==> src/rtl/rpt_pkg.sv <==
// Package for the reliable provisional tracker: request/result structs and codes.
// No dependencies.
package rpt_pkg;

    // Event opcodes
    localparam logic [2:0] OP_REQ_IN   = 3'd0;
    localparam logic [2:0] OP_REPLY_IN = 3'd1;
    localparam logic [2:0] OP_REQ_OUT  = 3'd2;
    localparam logic [2:0] OP_REPLY_OUT = 3'd3;
    localparam logic [2:0] OP_TIMEOUT  = 3'd4;

    // Method codes
    localparam logic [1:0] METH_INVITE = 2'd0;
    localparam logic [1:0] METH_PRACK  = 2'd1;

    // Modes
    localparam logic [1:0] MODE_DISABLED  = 2'd0;
    localparam logic [1:0] MODE_SUPPORTED = 2'd1;
    localparam logic [1:0] MODE_REQUIRED  = 2'd2;
    localparam logic [1:0] MODE_IGNORED   = 2'd3;
    localparam logic [1:0] MODE_RESET     = MODE_SUPPORTED;

    // Reject codes
    localparam logic [1:0] REJ_NONE = 2'd0;
    localparam logic [1:0] REJ_421  = 2'd1;
    localparam logic [1:0] REJ_420  = 2'd2;

    // Notification codes
    localparam logic [2:0] NOTE_NONE     = 3'd0;
    localparam logic [2:0] NOTE_FAILURE  = 3'd1;
    localparam logic [2:0] NOTE_REL_1XX  = 3'd2;
    localparam logic [2:0] NOTE_PRACK_OK = 3'd3;
    localparam logic [2:0] NOTE_NO_PRACK = 3'd4;

    // Header codes
    localparam logic [1:0] HDR_NONE      = 2'd0;
    localparam logic [1:0] HDR_SUPPORTED = 2'd1;
    localparam logic [1:0] HDR_REQUIRE   = 2'd2;

    // Status code bounds
    localparam logic [9:0] CODE_100 = 10'd100;
    localparam logic [9:0] CODE_200 = 10'd200;
    localparam logic [9:0] CODE_300 = 10'd300;

    typedef struct packed {
        logic [2:0]  opcode;
        logic [1:0]  method_kind;
        logic [9:0]  status_code;
        logic [31:0] seq_value;
        logic        supported_flag;
        logic        require_flag;
        logic        seq_header_present;
        logic        dialog_active;
        logic [9:0]  random_start;
    } t_rpt_req;

    typedef struct packed {
        logic        pass_on;
        logic [1:0]  reject_kind;
        logic        send_bye;
        logic [2:0]  notify_kind;
        logic [1:0]  add_header;
        logic        add_seq;
        logic [31:0] seq_out;
        logic        refuse_491;
    } t_rpt_res;

endpackage

==> src/rtl/reliable_provisional_tracker_unit.sv <==
// An accepted request's result is written to the result register, or to the
// skid stage while the output is held. Throughput: one request per cycle
// while the skid stage is empty; the decision logic feeds the result register,
// with a one-entry skid stage behind it; upstream stalls only while it is full.
// Reset (synchronous, active low): empty result path, mode back to supported,
// upgrade flag, sequence numbers and confirmation cleared.
module reliable_provisional_tracker_unit (
    input  logic               i_clk,
    input  logic               i_rst_n,
    input  logic               i_valid,
    input  rpt_pkg::t_rpt_req  i_data,
    output logic               o_stall,
    output logic               o_valid,
    output rpt_pkg::t_rpt_res  o_data,
    input  logic               i_stall,
    input  logic               i_cfg_we,
    input  logic [1:0]         i_cfg_data
);

    logic [1:0]        r_base_mode;
    logic              r_upgraded, n_upgraded;
    logic [31:0]       r_seq_latest, n_seq_latest;
    logic [31:0]       r_seq_first, n_seq_first;
    logic              r_confirmed, n_confirmed;
    logic              r_out_valid, r_skid_valid;
    rpt_pkg::t_rpt_res r_out, r_skid;
    rpt_pkg::t_rpt_res res;
    logic [1:0]        mode;
    logic              accept, out_take, is_inv, is_prack, prov;

    // Handshake
    assign accept   = i_valid && !r_skid_valid;
    assign out_take = r_out_valid && !i_stall;
    assign o_stall  = r_skid_valid;
    assign o_valid  = r_out_valid;
    assign o_data   = r_out;

    assign is_inv   = (i_data.method_kind == rpt_pkg::METH_INVITE);
    assign is_prack = (i_data.method_kind == rpt_pkg::METH_PRACK);
    assign prov     = (i_data.status_code > rpt_pkg::CODE_100) &&
                      (i_data.status_code < rpt_pkg::CODE_200);

    // Per-event decision and next state
    always_comb begin
        res          = '0;
        res.pass_on  = 1'b1;
        n_upgraded   = r_upgraded;
        n_seq_latest = r_seq_latest;
        n_seq_first  = r_seq_first;
        n_confirmed  = r_confirmed;
        mode = (r_base_mode == rpt_pkg::MODE_SUPPORTED && r_upgraded) ?
               rpt_pkg::MODE_REQUIRED : r_base_mode;

        if (mode != rpt_pkg::MODE_IGNORED) begin
            case (i_data.opcode)
                rpt_pkg::OP_REQ_IN: begin
                    if (is_inv) begin
                        if (mode == rpt_pkg::MODE_SUPPORTED) begin
                            if (i_data.supported_flag || i_data.require_flag)
                                n_upgraded = 1'b1;
                        end else if (mode == rpt_pkg::MODE_REQUIRED) begin
                            if (!(i_data.supported_flag || i_data.require_flag)) begin
                                res.reject_kind = rpt_pkg::REJ_421;
                                res.notify_kind = rpt_pkg::NOTE_FAILURE;
                                res.pass_on     = 1'b0;
                            end
                        end else if (i_data.require_flag) begin
                            res.reject_kind = rpt_pkg::REJ_420;
                            res.notify_kind = rpt_pkg::NOTE_FAILURE;
                            res.pass_on     = 1'b0;
                        end
                    end else if (is_prack && mode == rpt_pkg::MODE_REQUIRED) begin
                        // acknowledgment of the latest reliable 1xx
                        if (r_seq_first <= i_data.seq_value &&
                            i_data.seq_value == r_seq_latest)
                            n_confirmed = 1'b1;
                    end
                end
                rpt_pkg::OP_REPLY_IN: begin
                    if (i_data.dialog_active) begin
                        if (prov && is_inv) begin
                            if (mode == rpt_pkg::MODE_SUPPORTED && i_data.require_flag) begin
                                n_upgraded = 1'b1;
                                mode       = rpt_pkg::MODE_REQUIRED;
                            end
                            if (mode == rpt_pkg::MODE_REQUIRED) begin
                                if (!i_data.require_flag || i_data.seq_value == '0) begin
                                    res.send_bye    = 1'b1;
                                    res.notify_kind = rpt_pkg::NOTE_FAILURE;
                                end else begin
                                    res.notify_kind = rpt_pkg::NOTE_REL_1XX;
                                end
                            end
                        end else if (mode != rpt_pkg::MODE_DISABLED && is_prack) begin
                            // reply to our PRACK is absorbed
                            if (i_data.status_code >= rpt_pkg::CODE_300) begin
                                res.send_bye    = 1'b1;
                                res.notify_kind = rpt_pkg::NOTE_FAILURE;
                            end else if (i_data.status_code >= rpt_pkg::CODE_200) begin
                                res.notify_kind = rpt_pkg::NOTE_PRACK_OK;
                            end
                            res.pass_on = 1'b0;
                        end
                    end
                end
                rpt_pkg::OP_REQ_OUT: begin
                    if (is_inv && !i_data.require_flag) begin
                        if (mode == rpt_pkg::MODE_SUPPORTED)
                            res.add_header = rpt_pkg::HDR_SUPPORTED;
                        else if (mode == rpt_pkg::MODE_REQUIRED)
                            res.add_header = rpt_pkg::HDR_REQUIRE;
                    end
                end
                rpt_pkg::OP_REPLY_OUT: begin
                    if (is_inv) begin
                        if (prov) begin
                            if (mode == rpt_pkg::MODE_SUPPORTED) begin
                                if (!i_data.require_flag)
                                    res.add_header = rpt_pkg::HDR_SUPPORTED;
                            end else if (mode == rpt_pkg::MODE_REQUIRED) begin
                                if (!i_data.require_flag)
                                    res.add_header = rpt_pkg::HDR_REQUIRE;
                                if (!i_data.seq_header_present) begin
                                    if (r_seq_latest == '0) begin
                                        // fresh start number
                                        n_seq_latest = {22'd0, i_data.random_start} + 32'd1;
                                        n_seq_first  = n_seq_latest;
                                        n_confirmed  = 1'b0;
                                        res.add_seq  = 1'b1;
                                        res.seq_out  = n_seq_latest;
                                    end else if (!r_confirmed &&
                                                 r_seq_first == r_seq_latest) begin
                                        res.refuse_491 = 1'b1;
                                        res.pass_on    = 1'b0;
                                        res.add_header = rpt_pkg::HDR_NONE;
                                    end else begin
                                        n_seq_latest = r_seq_latest + 32'd1;
                                        res.add_seq  = 1'b1;
                                        res.seq_out  = n_seq_latest;
                                    end
                                end
                            end
                        end else if (i_data.status_code < rpt_pkg::CODE_300 &&
                                     mode == rpt_pkg::MODE_REQUIRED) begin
                            // final reply while a reliable 1xx is unacknowledged
                            if (r_seq_latest != '0 && !r_confirmed) begin
                                res.refuse_491 = 1'b1;
                                res.pass_on    = 1'b0;
                            end
                        end
                    end
                end
                rpt_pkg::OP_TIMEOUT: begin
                    if (prov && mode == rpt_pkg::MODE_REQUIRED &&
                        r_seq_latest == i_data.seq_value && is_inv)
                        res.notify_kind = rpt_pkg::NOTE_NO_PRACK;
                end
                default: begin
                end
            endcase
        end
    end

    // Configuration and tracking state
    always_ff @(posedge i_clk) begin
        if (!i_rst_n) begin
            r_base_mode  <= rpt_pkg::MODE_RESET;
            r_upgraded   <= 1'b0;
            r_seq_latest <= '0;
            r_seq_first  <= '0;
            r_confirmed  <= 1'b0;
        end else begin
            if (i_cfg_we)
                r_base_mode <= i_cfg_data;
            if (accept) begin
                r_upgraded   <= n_upgraded;
                r_seq_latest <= n_seq_latest;
                r_seq_first  <= n_seq_first;
                r_confirmed  <= n_confirmed;
            end
        end
    end

    // Result register and skid stage
    always_ff @(posedge i_clk) begin
        if (!i_rst_n) begin
            r_out_valid  <= 1'b0;
            r_skid_valid <= 1'b0;
        end else if (out_take || !r_out_valid) begin
            if (r_skid_valid) begin
                r_out_valid  <= 1'b1;
                r_skid_valid <= 1'b0;
            end else begin
                r_out_valid <= accept;
            end
        end else if (accept) begin
            r_skid_valid <= 1'b1;
        end
    end

    always_ff @(posedge i_clk) begin
        if (out_take || !r_out_valid) begin
            if (r_skid_valid)
                r_out <= r_skid;
            else if (accept)
                r_out <= res;
        end else if (accept) begin
            r_skid <= res;
        end
    end

endmodule

==> config.mk <==
export PLATFORM = sky130hd
export DESIGN_NAME = reliable_provisional_tracker_unit
export DESIGN_NICKNAME = d
export VERILOG_FILES = /design/src/rtl/rpt_pkg.sv /design/src/rtl/reliable_provisional_tracker_unit.sv
export SDC_FILE = /design/constraint.sdc
export NUM_CORES = 1
export LEC_CHECK = 0
export BUFFER_PORTS_ARGS = -buffer_cell sky130_fd_sc_hd__buf_4
export CAP_MARGIN = 10
export CORE_MARGIN = 2
export CORE_UTILIZATION = 40
export DETAILED_ROUTE_END_ITERATION = 10
export HOLD_SLACK_MARGIN = 0.15
export PLACE_DENSITY = 0.56
export SLEW_MARGIN = 20
export SYNTH_ARGS = -nofsm -noshare
export SYNTH_HDL_FRONTEND = slang
export SYNTH_SLANG_ARGS = --single-unit
==> constraint.sdc <==
create_clock -name i_clk -period 4.7 [get_ports i_clk]
set_input_delay 0 -clock i_clk [delete_from_list [all_inputs] [get_ports i_clk]]
set_output_delay 0 -clock i_clk [all_outputs]
set_load 0.05 [all_outputs]
==> impl_metrics.csv, run 1 <==
group,metric,value,unit
sta,hold_viol,0,
finish,finish.net_count,1023,
setup_path,setup.worst_path.end_class,"flip-flop",
detailed_routing,detail_route.wirelength,22210,µm
power_and_ir_drop,sw_frac_of_total,25.05,%
setup_path,timing.reg2reg.setup_slack,1.65,ns
clock_network,cts_post_setup_buffers_inserted,0,
die,std_cell_rows,51,
synthesis,ys_types,73,
power_and_ir_drop,power_density,309.4,mW/mm²
detailed_routing,detail_route.vias_per_cell,5.426,
setup_path,critPathBufInv,1,
power_and_ir_drop,max-vdd-ir-drop,237.1,µV
finish,final_util,50.23,%
die,die_h,143.8,µm
detailed_routing,antenna_left,0,
finish,post_route_cells_drive_above_1_share,18.97,%
clock_network,clock_latency,0.41,ns
clock_network,clock-sinks,135,
detailed_routing,dr_total_vias,6614,
setup_path,critPathArrivalTime,3.21,ns
die,die_w,143.8,µm
synthesis,mappedNetlistArea,0.007821,mm²
detailed_routing,drt_pre_antenna_iters,5,
placement,post-place-ws,1.657,ns
clock_network,root_driver,"sky130_fd_sc_hd__clkbuf_16",
min_path,hold_path.class,"in2reg",
grt,grt_remaining_overflow,0,
sta,timing.final.ws_setup,1.651,ns
setup_path,crit_path_max_incr_delay,0.59,ns
power_and_ir_drop,comb_power_share,11.0,%
run_status,run_status,"complete, no violations",
grt,antenna_found_initial,0,
min_path,worstHoldStart,"i_data[26]",
synthesis,yosys_register_bits,135,
sta,setup_tns,0,ns
finish,antenna_cells_inserted,0,
run,max-cap-violations,0,
grt,first_global_vias,5991,
setup_path,critical_path_start_end_classification,"reg2reg",
synthesis,synth-seq-area-share,45.56,%
clock_network,longest_clk_path_bufs,2,
setup_path,cp_cell_sequence,"nor4_1 > nand4_1 > or3_1 > o31ai_1 > a211oi_1 > dlygate4sd3_1",
placement,hpwlAfterDp,16110,µm
power_and_ir_drop,power_frac_seq,43.3,%
die,placeableCoreArea,0.01933,mm²
synthesis,warnings_synthesis,0,
synthesis,synth_edf_count,86,
clock_network,clock_tree_from_tritoncts,"built",
power_and_ir_drop,p_int,2253,µW
setup_path,crit_fanout,9,
synthesis,top_reg_cell_synth,"sky130_fd_sc_hd__edfxtp_1",
setup_path,crit_start,"r_seq_latest[16]$_SDFFE_PN0P_",
sta,setup_viol,0,
sta,fin_clk_skew,0.007012,ns
setup_path,timing.critical_path.from_type,"flip-flop",
sta,drv_slew,0,
sta,timing.final.crit_period,3.049,ns
sta,timing.slew.headroom,30.36,%
sta,peak_clock_frequency_supported_by_timing,328.0,MHz
synthesis,syn_avg_cell_area,9.423,µm²
setup_path,timing.critical_path.max_delay_family,"simple AND/OR/NAND/NOR gates",
sta,crit_share_post_route,64.86,%
detailed_routing,detail_route.drc_violations,0,
sta,tightestPinTransition,1.040,ns
setup_path,crit_required,4.86,ns
die,die_area,0.02069,mm²
detailed_routing,wl_per_cell,18.22,µm
sta,setup_repair_after_global_routing_missed_its_margin,"no",
detailed_routing,detail_route.iter0.violations,708,
grt,total_grt_usage,21.69,%
power_and_ir_drop,leakage,0.003377,µW
die,initial_utilization,40.45,%
clock_network,cts_buffers,17,
synthesis,synth_fp_nets,912,
clock_network,cts-htree-levels,4,
placement,gp_routability_congestion,0.9193,
synthesis,asyncSetResetFlopFracSynth,0,%
finish,syn_to_final_growth,24.17,%
placement,buffer_ports.inserted,112,
setup_path,worst_r2r_startpoint,"r_seq_latest[16]$_SDFFE_PN0P_",
power_and_ir_drop,clkPwrFrac,45.7,%
synthesis,postSynthCellCount,830,
setup_path,crit_path_top_delay_cell,"sky130_fd_sc_hd__or3_1",
clock_network,cts_clock_pin_slew_for_the_worst_setup_and_hold_paths,0.06,ns
die,io-pin-count,113,
grt,grt_pass1_wl,34200,µm
grt,pin_count_of_the_biggest_net_entering_global_routing,70,
power_and_ir_drop,switchingPower,752.7,µW
## final cells by class
type | instances | area [µm²]
Clock buffer | 18 | 429.2
Clock inverter | 14 | 173.9
Fill cell | 1833 | 9623
Inverter | 21 | 78.83
Multi-Input combinational cell | 615 | 3918
Sequential cell | 135 | 3565
Tap cell | 265 | 331.6
Timing Repair Buffer | 151 | 1216
## cell usage after synthesis, types with 16 or more instances
master                     count  area share (%)
sky130_fd_sc_hd__inv_1        21             1.0
sky130_fd_sc_hd__nand2_1      87             4.2
sky130_fd_sc_hd__clkbuf_1     28             1.3
sky130_fd_sc_hd__nand4_1      29             2.3
sky130_fd_sc_hd__nor4_1       18             1.4
sky130_fd_sc_hd__nand3_1      30             1.9
sky130_fd_sc_hd__xor2_1       23             2.6
sky130_fd_sc_hd__edfxtp_1     86              33
sky130_fd_sc_hd__or3_1        16             1.3
sky130_fd_sc_hd__nor2_1       76             3.6
sky130_fd_sc_hd__o31ai_1      29             2.8
sky130_fd_sc_hd__xnor2_1      58             6.5
sky130_fd_sc_hd__dfxtp_1      49              13
sky130_fd_sc_hd__buf_2        21             1.3
sky130_fd_sc_hd__a21oi_1      55             3.5
sky130_fd_sc_hd__o21ai_0      22             1.4
## cells in the final DEF (no fill, tap or decap), types with 14 or more instances in the layout
cell,count
sky130_fd_sc_hd__dfxtp_1,48
sky130_fd_sc_hd__xor2_1,23
sky130_fd_sc_hd__nor2_1,75
sky130_fd_sc_hd__xnor2_1,58
sky130_fd_sc_hd__or3_1,16
sky130_fd_sc_hd__ha_1,14
sky130_fd_sc_hd__dlygate4sd3_1,33
sky130_fd_sc_hd__clkbuf_16,17
sky130_fd_sc_hd__o31ai_1,29
sky130_fd_sc_hd__nand2_1,87
sky130_fd_sc_hd__nand4_1,29
sky130_fd_sc_hd__a21oi_1,54
sky130_fd_sc_hd__nor4_1,18
sky130_fd_sc_hd__buf_4,118
sky130_fd_sc_hd__o21ai_0,22
sky130_fd_sc_hd__edfxtp_1,86
sky130_fd_sc_hd__nor3_1,14
sky130_fd_sc_hd__inv_1,21
sky130_fd_sc_hd__nand3_1,30
## through the flow
stage	instance area (µm²)	cells	hold slack, ns	power [µW]
floorplan	7821	830	0.1284	1496
global placement	8778	1154	0.2246	1635
detailed placement	8778	1154	0.2286	1635
CTS	9712	1219	0.1587	3025
global route	9712	1219	0.1841	3097
finish	9712	1219	0.1618	3005
## worst register-to-register path, stage by stage (launching register included)
cell and delay [ns]:
sky130_fd_sc_hd__dfxtp_1 0.42, sky130_fd_sc_hd__nor4_1 0.33, sky130_fd_sc_hd__nand4_1 0.29, sky130_fd_sc_hd__or3_1 0.59, sky130_fd_sc_hd__o31ai_1 0.39, sky130_fd_sc_hd__a211oi_1 0.18, sky130_fd_sc_hd__dlygate4sd3_1 0.59
## routing by layer
metal / routed length (µm) / up-vias / GRT usage [%]
li1: - / 3259 / -
met1: 11120 / 3074 / 33.68
met2: 9440 / 260 / 30.80
met3: 1282 / 21 / 3.199
met4: 365 / 0 / 6.605
met5: 0 / - / 0
## cells by family after synthesis
kind of cell / count (synthesis) / synth area share (%)
xor gates and xnor gates: 81 / 9.071
DFF: 135 / 45.56
buffers and inverters: 80 / 4.751
adders and majority gates: 14 / 2.240
muxes: 9 / 1.232
AOI/OAI and AO/OA: 175 / 14.78
and+or+nand+nor: 336 / 22.36
## worst paths after layout
kind / end / cells after the start
min reg2reg: r_seq_first[3]$_SDFFE_PN0P_ / 2
max: r_skid[35]$_DFFE_PP_ / 6
max reg2reg: r_skid[35]$_DFFE_PP_ / 6
min: r_confirmed$_SDFFE_PN0P_ / 7
## flip-flops by register name, summed over array words and instances, names as in the netlist
name	cells
o_data	43
r_skid	43
r_seq_latest	32
r_seq_first	11
r_base_mode	2
o_stall	1
o_valid	1
r_confirmed	1
r_upgraded	1
## power groups by stage
stage / Clock, µW / Sequential (µW) / Combinational, µW
final: 1370 / 1300 / 331
after CTS: 1390 / 1300 / 330
after global routing: 1440 / 1300 / 352
after detailed placement: 0 / 1330 / 309
after floorplan: 0 / 1400 / 93.3
after global placement: 0 / 1330 / 309
## timing repair
action	4_1_cts	5_1_grt
hold endpoints to repair	41	0
resized for setup	0	0
hold buffers	33	0
No activity file was read; power rests on OpenSTA's default activity.
==> inputs of run 2 (changes only) <==
--- a/config.mk
+++ b/config.mk
@@ -11,7 +11,7 @@
 export CORE_UTILIZATION = 40
 export DETAILED_ROUTE_END_ITERATION = 10
 export HOLD_SLACK_MARGIN = 0.15
-export PLACE_DENSITY = 0.56
+export PLACE_DENSITY = 0.58
 export SLEW_MARGIN = 20
 export SYNTH_ARGS = -nofsm -noshare
 export SYNTH_HDL_FRONTEND = slang
==> constraint.sdc (replaced) <==
create_clock -name i_clk -period 2.8 [get_ports i_clk]
set_input_delay 0 -clock i_clk [delete_from_list [all_inputs] [get_ports i_clk]]
set_output_delay 0 -clock i_clk [all_outputs]
set_load 0.05 [all_outputs]
==> run 2 against run 1 <==
Effect of this change: core utilization increased by 2.2 points; combinational power increased by 71%; register-to-register slack got worse by 1.6 ns; sequential cell count unchanged; sequential power increased by 68%; clock-buffer cell count increased by 1; total power increased by 66%; via count increased by 4.4%; first-iteration DRC count decreased by 10%; sequential share of layout area decreased by 1.5 points; largest cell class unchanged.
==> impl_metrics.csv, run 2 (same netlist as run 1, synthesis figures left out) <==
group,metric,value,unit
grt,pin_count_of_the_biggest_net_entering_global_routing,69,
sta,fin_clk_skew,0.01026,ns
setup_path,timing.critical_path.from_type,"flip-flop",
grt,antenna_found_initial,0,
power_and_ir_drop,power_density,491.2,mW/mm²
power_and_ir_drop,p_int,3704,µW
power_and_ir_drop,max-vdd-ir-drop,414.5,µV
clock_network,clock_tree_from_tritoncts,"built",
power_and_ir_drop,clkPwrFrac,44.8,%
power_and_ir_drop,switchingPower,1278,µW
grt,total_grt_usage,22.37,%
die,io-pin-count,113,
sta,peak_clock_frequency_supported_by_timing,368.3,MHz
sta,setup_viol,0,
clock_network,root_driver,"sky130_fd_sc_hd__clkbuf_16",
die,die_h,143.8,µm
clock_network,cts_buffers,17,
finish,post_route_cells_drive_above_1_share,24.06,%
detailed_routing,detail_route.iter0.violations,637,
sta,crit_share_post_route,96.98,%
power_and_ir_drop,comb_power_share,11.4,%
min_path,hold_path.class,"in2reg",
finish,finalNonFillerCells,1271,
finish,finish.net_count,1075,
sta,timing.final.crit_period,2.715,ns
placement,placement.cell_area,0.009205,mm²
grt,first_global_vias,6340,
run_status,run_status,"complete, no violations",
placement,post-place-ws,0.1342,ns
setup_path,reg2reg_to,"r_skid[35]$_DFFE_PP_",
setup_path,setup.worst_path.end_class,"flip-flop",
setup_path,critical_path_start_end_classification,"reg2reg",
detailed_routing,detail_route.vias_per_cell,5.431,
detailed_routing,dr_total_vias,6903,
finish,syn_to_final_growth,29.67,%
clock_network,cts_clock_pin_slew_for_the_worst_setup_and_hold_paths,0.06,ns
die,die_area,0.02069,mm²
sta,timing.final.ws_setup,0.08470,ns
finish,antenna_cells_inserted,0,
clock_network,longest_clk_path_bufs,2,
placement,gp_routability_congestion,0.9678,
sta,fin_hold_ws,0.1977,ns
setup_path,critPathBufInv,2,
run,max-cap-violations,0,
finish,layout.cell_area.non_filler,0.01014,mm²
setup_path,crit_required,2.97,ns
power_and_ir_drop,report.power.total,4982,µW
setup_path,critical_path_depth,8,
setup_path,crit_fanout,7,
clock_network,clock_latency,0.42,ns
detailed_routing,wl_per_cell,18.04,µm
setup_path,r2r_cells,8,
placement,buffer_ports.inserted,112,
setup_path,crit_path_max_incr_delay,0.59,ns
setup_path,cp_cell_sequence,"inv_1 > ha_1 > nor4b_1 > nand4_1 > nand4_1 > o31ai_2 > a211oi_1 > dlygate4sd3_1",
setup_path,critPathArrivalTime,2.89,ns
detailed_routing,drt_pre_antenna_iters,5,
detailed_routing,detail_route.wirelength,22930,µm
setup_path,crit_path_top_delay_cell,"sky130_fd_sc_hd__dlygate4sd3_1",
grt,groute.layer.met3.usage,3.832,%
grt,grt_remaining_overflow,0,
sta,setup_repair_after_global_routing_missed_its_margin,"yes",
detailed_routing,detail_route.drc_violations,0,
power_and_ir_drop,leakage,0.003650,µW
clock_network,cts-htree-levels,4,
detailed_routing,antenna_left,0,
sta,hold_viol,0,
finish,filler_cell_count,1802,
setup_path,crit_start,"r_seq_latest[1]$_SDFFE_PN0P_",
clock_network,clock-sinks,135,
setup_path,timing.reg2reg.setup_slack,0.08,ns
placement,number_of_placed_instances_with_taps_included,1207,
grt,gr_layer_usage_met2,32.48,%
grt,grtUsageMet1,33.40,%
power_and_ir_drop,sw_frac_of_total,25.65,%
placement,hpwlAfterDp,17020,µm
finish,most-common-layout-cells,"sky130_fd_sc_hd__buf_4 (168), sky130_fd_sc_hd__nand2_1 (87), sky130_fd_sc_hd__edfxtp_1 (86)",
grt,grt_busiest_layer,"met1",
die,placeableCoreArea,0.01933,mm²
setup_path,most_frequent_cp_cell,"sky130_fd_sc_hd__nand4_1",
grt,grt_pass1_wl,35240,µm
setup_path,worst_r2r_startpoint,"r_seq_latest[1]$_SDFFE_PN0P_",
sta,timing.slew.headroom,33.80,%
die,std_cell_rows,51,
setup_path,timing.critical_path.max_delay_family,"buffers and inverters",
die,initial_utilization,40.45,%
sta,drv_slew,0,
setup_path,timing.critical_path.to,"r_skid[35]$_DFFE_PP_",
power_and_ir_drop,power_frac_seq,43.8,%
finish,final_common_cell,"sky130_fd_sc_hd__buf_4",
sta,tightestPinTransition,0.9919,ns
die,die_w,143.8,µm
run 2: cell count changes in the layout (fill, tap and decap cells not counted), moves of 2 or more:
cell                       delta
sky130_fd_sc_hd__inv_6        +2
sky130_fd_sc_hd__clkinv_4     -2
sky130_fd_sc_hd__nor4_1       -2
sky130_fd_sc_hd__a21oi_1      -2
sky130_fd_sc_hd__buf_4       +50
sky130_fd_sc_hd__a21oi_2      +2
sky130_fd_sc_hd__buf_12       +3
sky130_fd_sc_hd__nor4_2       +2
run 2: layout make-up:
cell class	instances	area (µm²)	share of cell area [%]
multi-input combinational	615	3945	38.90
inverter	21	78.83	0.7772
tap	265	331.6	3.269
timing repair buffer	203	1642	16.19
clock inverter	13	146.4	1.443
sequential	135	3566	35.16
clock buffer	19	432.9	4.268
run 2: repair_timing:
action / CTS / global route
buffers inserted: 0 / 0
hold endpoints to repair: 59 / 0
endpoints found under the setup margin: 0 / 10
hold buffers: 32 / 0
gates resized for setup: 0 / 9
run 2: power by group through the flow:
stage / sequential (µW) / combinational [µW] / clock [µW]
final: 2180 / 566 / 2230
after global routing: 2190 / 602 / 2360
after CTS: 2180 / 564 / 2260
after detailed placement: 2230 / 529 / 0
after global placement: 2230 / 529 / 0
after floorplan: 2350 / 158 / 0
run 2: worst reg2reg max path, cell delays in order, from the launching register on:
cell	delay [ns]
sky130_fd_sc_hd__dfxtp_1	0.50
sky130_fd_sc_hd__inv_1	0.10
sky130_fd_sc_hd__ha_1	0.20
sky130_fd_sc_hd__nor4b_1	0.14
sky130_fd_sc_hd__nand4_1	0.18
sky130_fd_sc_hd__nand4_1	0.26
sky130_fd_sc_hd__o31ai_2	0.32
sky130_fd_sc_hd__a211oi_1	0.17
sky130_fd_sc_hd__dlygate4sd3_1	0.59
run 2: routing by layer:
layer / routed length, µm / vias up
met2: 9718 / 279
met3: 1423 / 32
met1: 11290 / 3226
met5: 0 / -
met4: 499 / 0
li1: - / 3366
run 2: how the worst min path moves through the flow:
stage             startpoint  cells past startpoint  slack (ns)                     endpoint
5_1_grt           i_data[54]                      5        0.20         r_skid[39]$_DFFE_PP_
3_3_place_gp   i_cfg_data[0]                      3        0.22  r_base_mode[0]$_SDFFE_PN1P_
3_5_place_dp   i_cfg_data[0]                      3        0.23  r_base_mode[0]$_SDFFE_PN1P_
6_report          i_data[54]                      5        0.20         r_skid[39]$_DFFE_PP_
4_1_cts           i_data[54]                      5        0.16         r_skid[39]$_DFFE_PP_
2_1_floorplan  i_cfg_data[0]                      2        0.13  r_base_mode[0]$_SDFFE_PN1P_
run 2: stage by stage:
stage,utilization (%),setup TNS (ns)
floorplan,-,0
global placement,47.61,0
detailed placement,47.61,0
CTS,52.26,0
global route,52.46,-0.1707
finish,52.46,0
==> inputs of run 3 (changes only) <==
--- a/config.mk
+++ b/config.mk
@@ -7,6 +7,7 @@
 export LEC_CHECK = 0
 export BUFFER_PORTS_ARGS = -buffer_cell sky130_fd_sc_hd__buf_4
 export CAP_MARGIN = 10
+export CORE_ASPECT_RATIO = 2
 export CORE_MARGIN = 2
 export CORE_UTILIZATION = 40
 export DETAILED_ROUTE_END_ITERATION = 10
==> run 3 against run 2 <==
Effect of this change: die area is 0.33% higher; cell count is 0.87% lower; critical path depth stayed put; sequential cell count stayed put; fmax is 3.4% higher; critical endpoint is now r_seq_latest[8]$_SDFFE_PN0P_; highest routed layer unchanged; largest cell class unchanged; hold slack worse by 0.025 ns; setup slack better by 0.088 ns; sequential power hardly changed; total power is 0.33% higher; core utilization is 0.20 points lower; via count is 0.38% higher.
==> impl_metrics.csv, run 3 (same netlist as run 1, synthesis figures left out) <==
group,metric,value,unit
detailed_routing,dr_wl_met3,928,µm
min_path,hold-path-cell-count,4,
sta,crit_share_post_route,93.82,%
clock_network,clock_latency,0.42,ns
power_and_ir_drop,report.power.total,4998,µW
die,placeableCoreArea,0.01928,mm²
setup_path,crit_fanout,40,
sta,tightestPinTransition,1.045,ns
grt,antenna_found_initial,0,
clock_network,root_driver,"sky130_fd_sc_hd__clkbuf_16",
finish,filler_cell_count,1850,
sta,peak_clock_frequency_supported_by_timing,380.7,MHz
die,std_cell_rows,72,
min_path,hold_path.class,"in2reg",
sta,timing.final.crit_period,2.627,ns
sta,setup_tns,0,ns
finish,post_route_cells_drive_above_1_share,23.38,%
clock_network,clock_tree_from_tritoncts,"built",
detailed_routing,routed.top_layer,"met4",
run,max-cap-violations,0,
clock_network,cts-htree-levels,4,
finish,ff_latch_area,0.003566,mm²
power_and_ir_drop,power_density,496.2,mW/mm²
setup_path,cp_cell_sequence,"nor4_1 > nand4_1 > or3_1 > buf_4 > o211ai_2 > buf_12 > nor2_1 > a211oi_2",
run_status,run_status,"complete, no violations",
detailed_routing,detail_route.iter0.violations,351,
finish,syn_to_final_growth,28.80,%
sta,drv_slew,0,
setup_path,timing.critical_path.max_delay_family,"simple AND/OR/NAND/NOR gates",
finish,layout.cell_area.non_filler,0.01007,mm²
sta,timing.final.ws_setup,0.1730,ns
die,die_h,201.8,µm
clock_network,clock-sinks,135,
setup_path,crit_path_max_incr_delay,0.50,ns
placement,buffer_ports.inserted,112,
finish,multiInputGateArea,0.003926,mm²
detailed_routing,detail_route.drc_violations,0,
detailed_routing,wl_per_cell,19.63,µm
placement,number_of_placed_instances_with_taps_included,1196,
setup_path,r2r_cells,8,
finish,antenna_cells_inserted,0,
detailed_routing,met2_wirelength,13150,µm
power_and_ir_drop,leakage,0.003633,µW
die,die_area,0.02076,mm²
clock_network,longest_clk_path_bufs,2,
die,io-pin-count,113,
sta,setup_repair_after_global_routing_missed_its_margin,"no",
setup_path,setup.worst_path.end_class,"flip-flop",
detailed_routing,drt_pre_antenna_iters,5,
power_and_ir_drop,max-vdd-ir-drop,403.6,µV
grt,total_grt_usage,24.63,%
placement,placement.cell_area,0.009148,mm²
setup_path,critical_path_start_end_classification,"reg2reg",
placement,gp_routability_congestion,0.9562,
sta,fin_clk_skew,0.01107,ns
placement,post-place-ws,0.01657,ns
clock_network,cts_buffers,17,
detailed_routing,dr_total_vias,6929,
grt,grt_pass1_wl,38600,µm
setup_path,timing.critical_path.from_type,"flip-flop",
detailed_routing,detail_route.wirelength,24730,µm
sta,setup_viol,0,
grt,first_global_vias,6946,
die,die_w,102.9,µm
finish,finish.net_count,1070,
finish,finalNonFillerCells,1260,
sta,hold_viol,0,
finish,final_common_cell,"sky130_fd_sc_hd__buf_4",
finish,most-common-layout-cells,"sky130_fd_sc_hd__buf_4 (164), sky130_fd_sc_hd__nand2_1 (87), sky130_fd_sc_hd__edfxtp_1 (86)",
grt,pin_count_of_the_biggest_net_entering_global_routing,44,
die,initial_utilization,40.57,%
detailed_routing,antenna_left,0,
setup_path,critical_path_depth,8,
setup_path,critPathBufInv,2,
placement,hpwlAfterDp,18940,µm
sta,timing.slew.headroom,30.27,%
setup_path,critPathArrivalTime,2.92,ns
setup_path,crit_path_top_delay_cell,"sky130_fd_sc_hd__or3_1",
clock_network,cts_clock_pin_slew_for_the_worst_setup_and_hold_paths,0.07,ns
grt,grt_remaining_overflow,0,
setup_path,crit_required,3.10,ns
detailed_routing,detail_route.vias_per_cell,5.499,
detailed_routing,wirelength_met1,9010,µm
==> run 3: worst paths after layout <==
check | endpoint | startpoint | slack (ns)
max reg2reg | r_seq_latest[8]$_SDFFE_PN0P_ | r_seq_latest[23]$_SDFFE_PN0P_ | 0.17
max | r_seq_latest[8]$_SDFFE_PN0P_ | r_seq_latest[23]$_SDFFE_PN0P_ | 0.17
min | r_seq_first[6]$_SDFFE_PN0P_ | i_data[6] | 0.17
min reg2reg | r_seq_first[5]$_SDFFE_PN0P_ | r_seq_first[5]$_SDFFE_PN0P_ | 0.49
==> run 3: power by group <==
part	leakage, µW	switching (µW)	internal, µW	total [µW]
Clock	0.000288	916	1340	2260
Combinational	0.00214	346	213	559
Sequential	0.00121	19.1	2160	2180
Total	0.00363	1280	3720	5000
==> run 3: per-stage QoR <==
| stage | hold WS (ns) | utilization [%] |
|---|---|---|
| after floorplan | 0.1284 | - |
| after global placement | 0.2398 | 47.45 |
| after detailed placement | 0.2370 | 47.45 |
| after CTS | 0.1530 | 52.15 |
| after global routing | 0.1808 | 52.25 |
| final | 0.1729 | 52.25 |
==> run 3: routing by layer <==
metal / global-route usage [%] / vias up
met2: 43.16 / 225
li1: - / 3355
met1: 26.47 / 3273
met5: 0 / -
met4: 15.55 / 0
met3: 4.203 / 76
==> run 3: worst reg2reg max path, cell delays in order, from the launching register on <==
cell                       delay, ns
sky130_fd_sc_hd__dfxtp_1        0.31
sky130_fd_sc_hd__nor4_1         0.38
sky130_fd_sc_hd__nand4_1        0.24
sky130_fd_sc_hd__or3_1          0.50
sky130_fd_sc_hd__buf_4          0.19
sky130_fd_sc_hd__o211ai_2       0.20
sky130_fd_sc_hd__buf_12         0.23
sky130_fd_sc_hd__nor2_1         0.08
sky130_fd_sc_hd__a211oi_2       0.36
==> run 3: final cells by class <==
class                   instances  area share [%]
clock buffers                  18           4.360
clock inverters                14           1.466
inverters                      21          0.7825
multi-input cells             615           38.98
flip-flops and latches        135           35.40
well taps                     259           3.217
repair buffers                198           15.80
==> run 3: what timing repair did <==
item / in CTS / in global routing
setup endpoints to repair: 0 / 2
buffers inserted: 0 / 0
gates resized for setup: 0 / 4
hold endpoints to repair: 88 / 0
hold buffers: 32 / 0
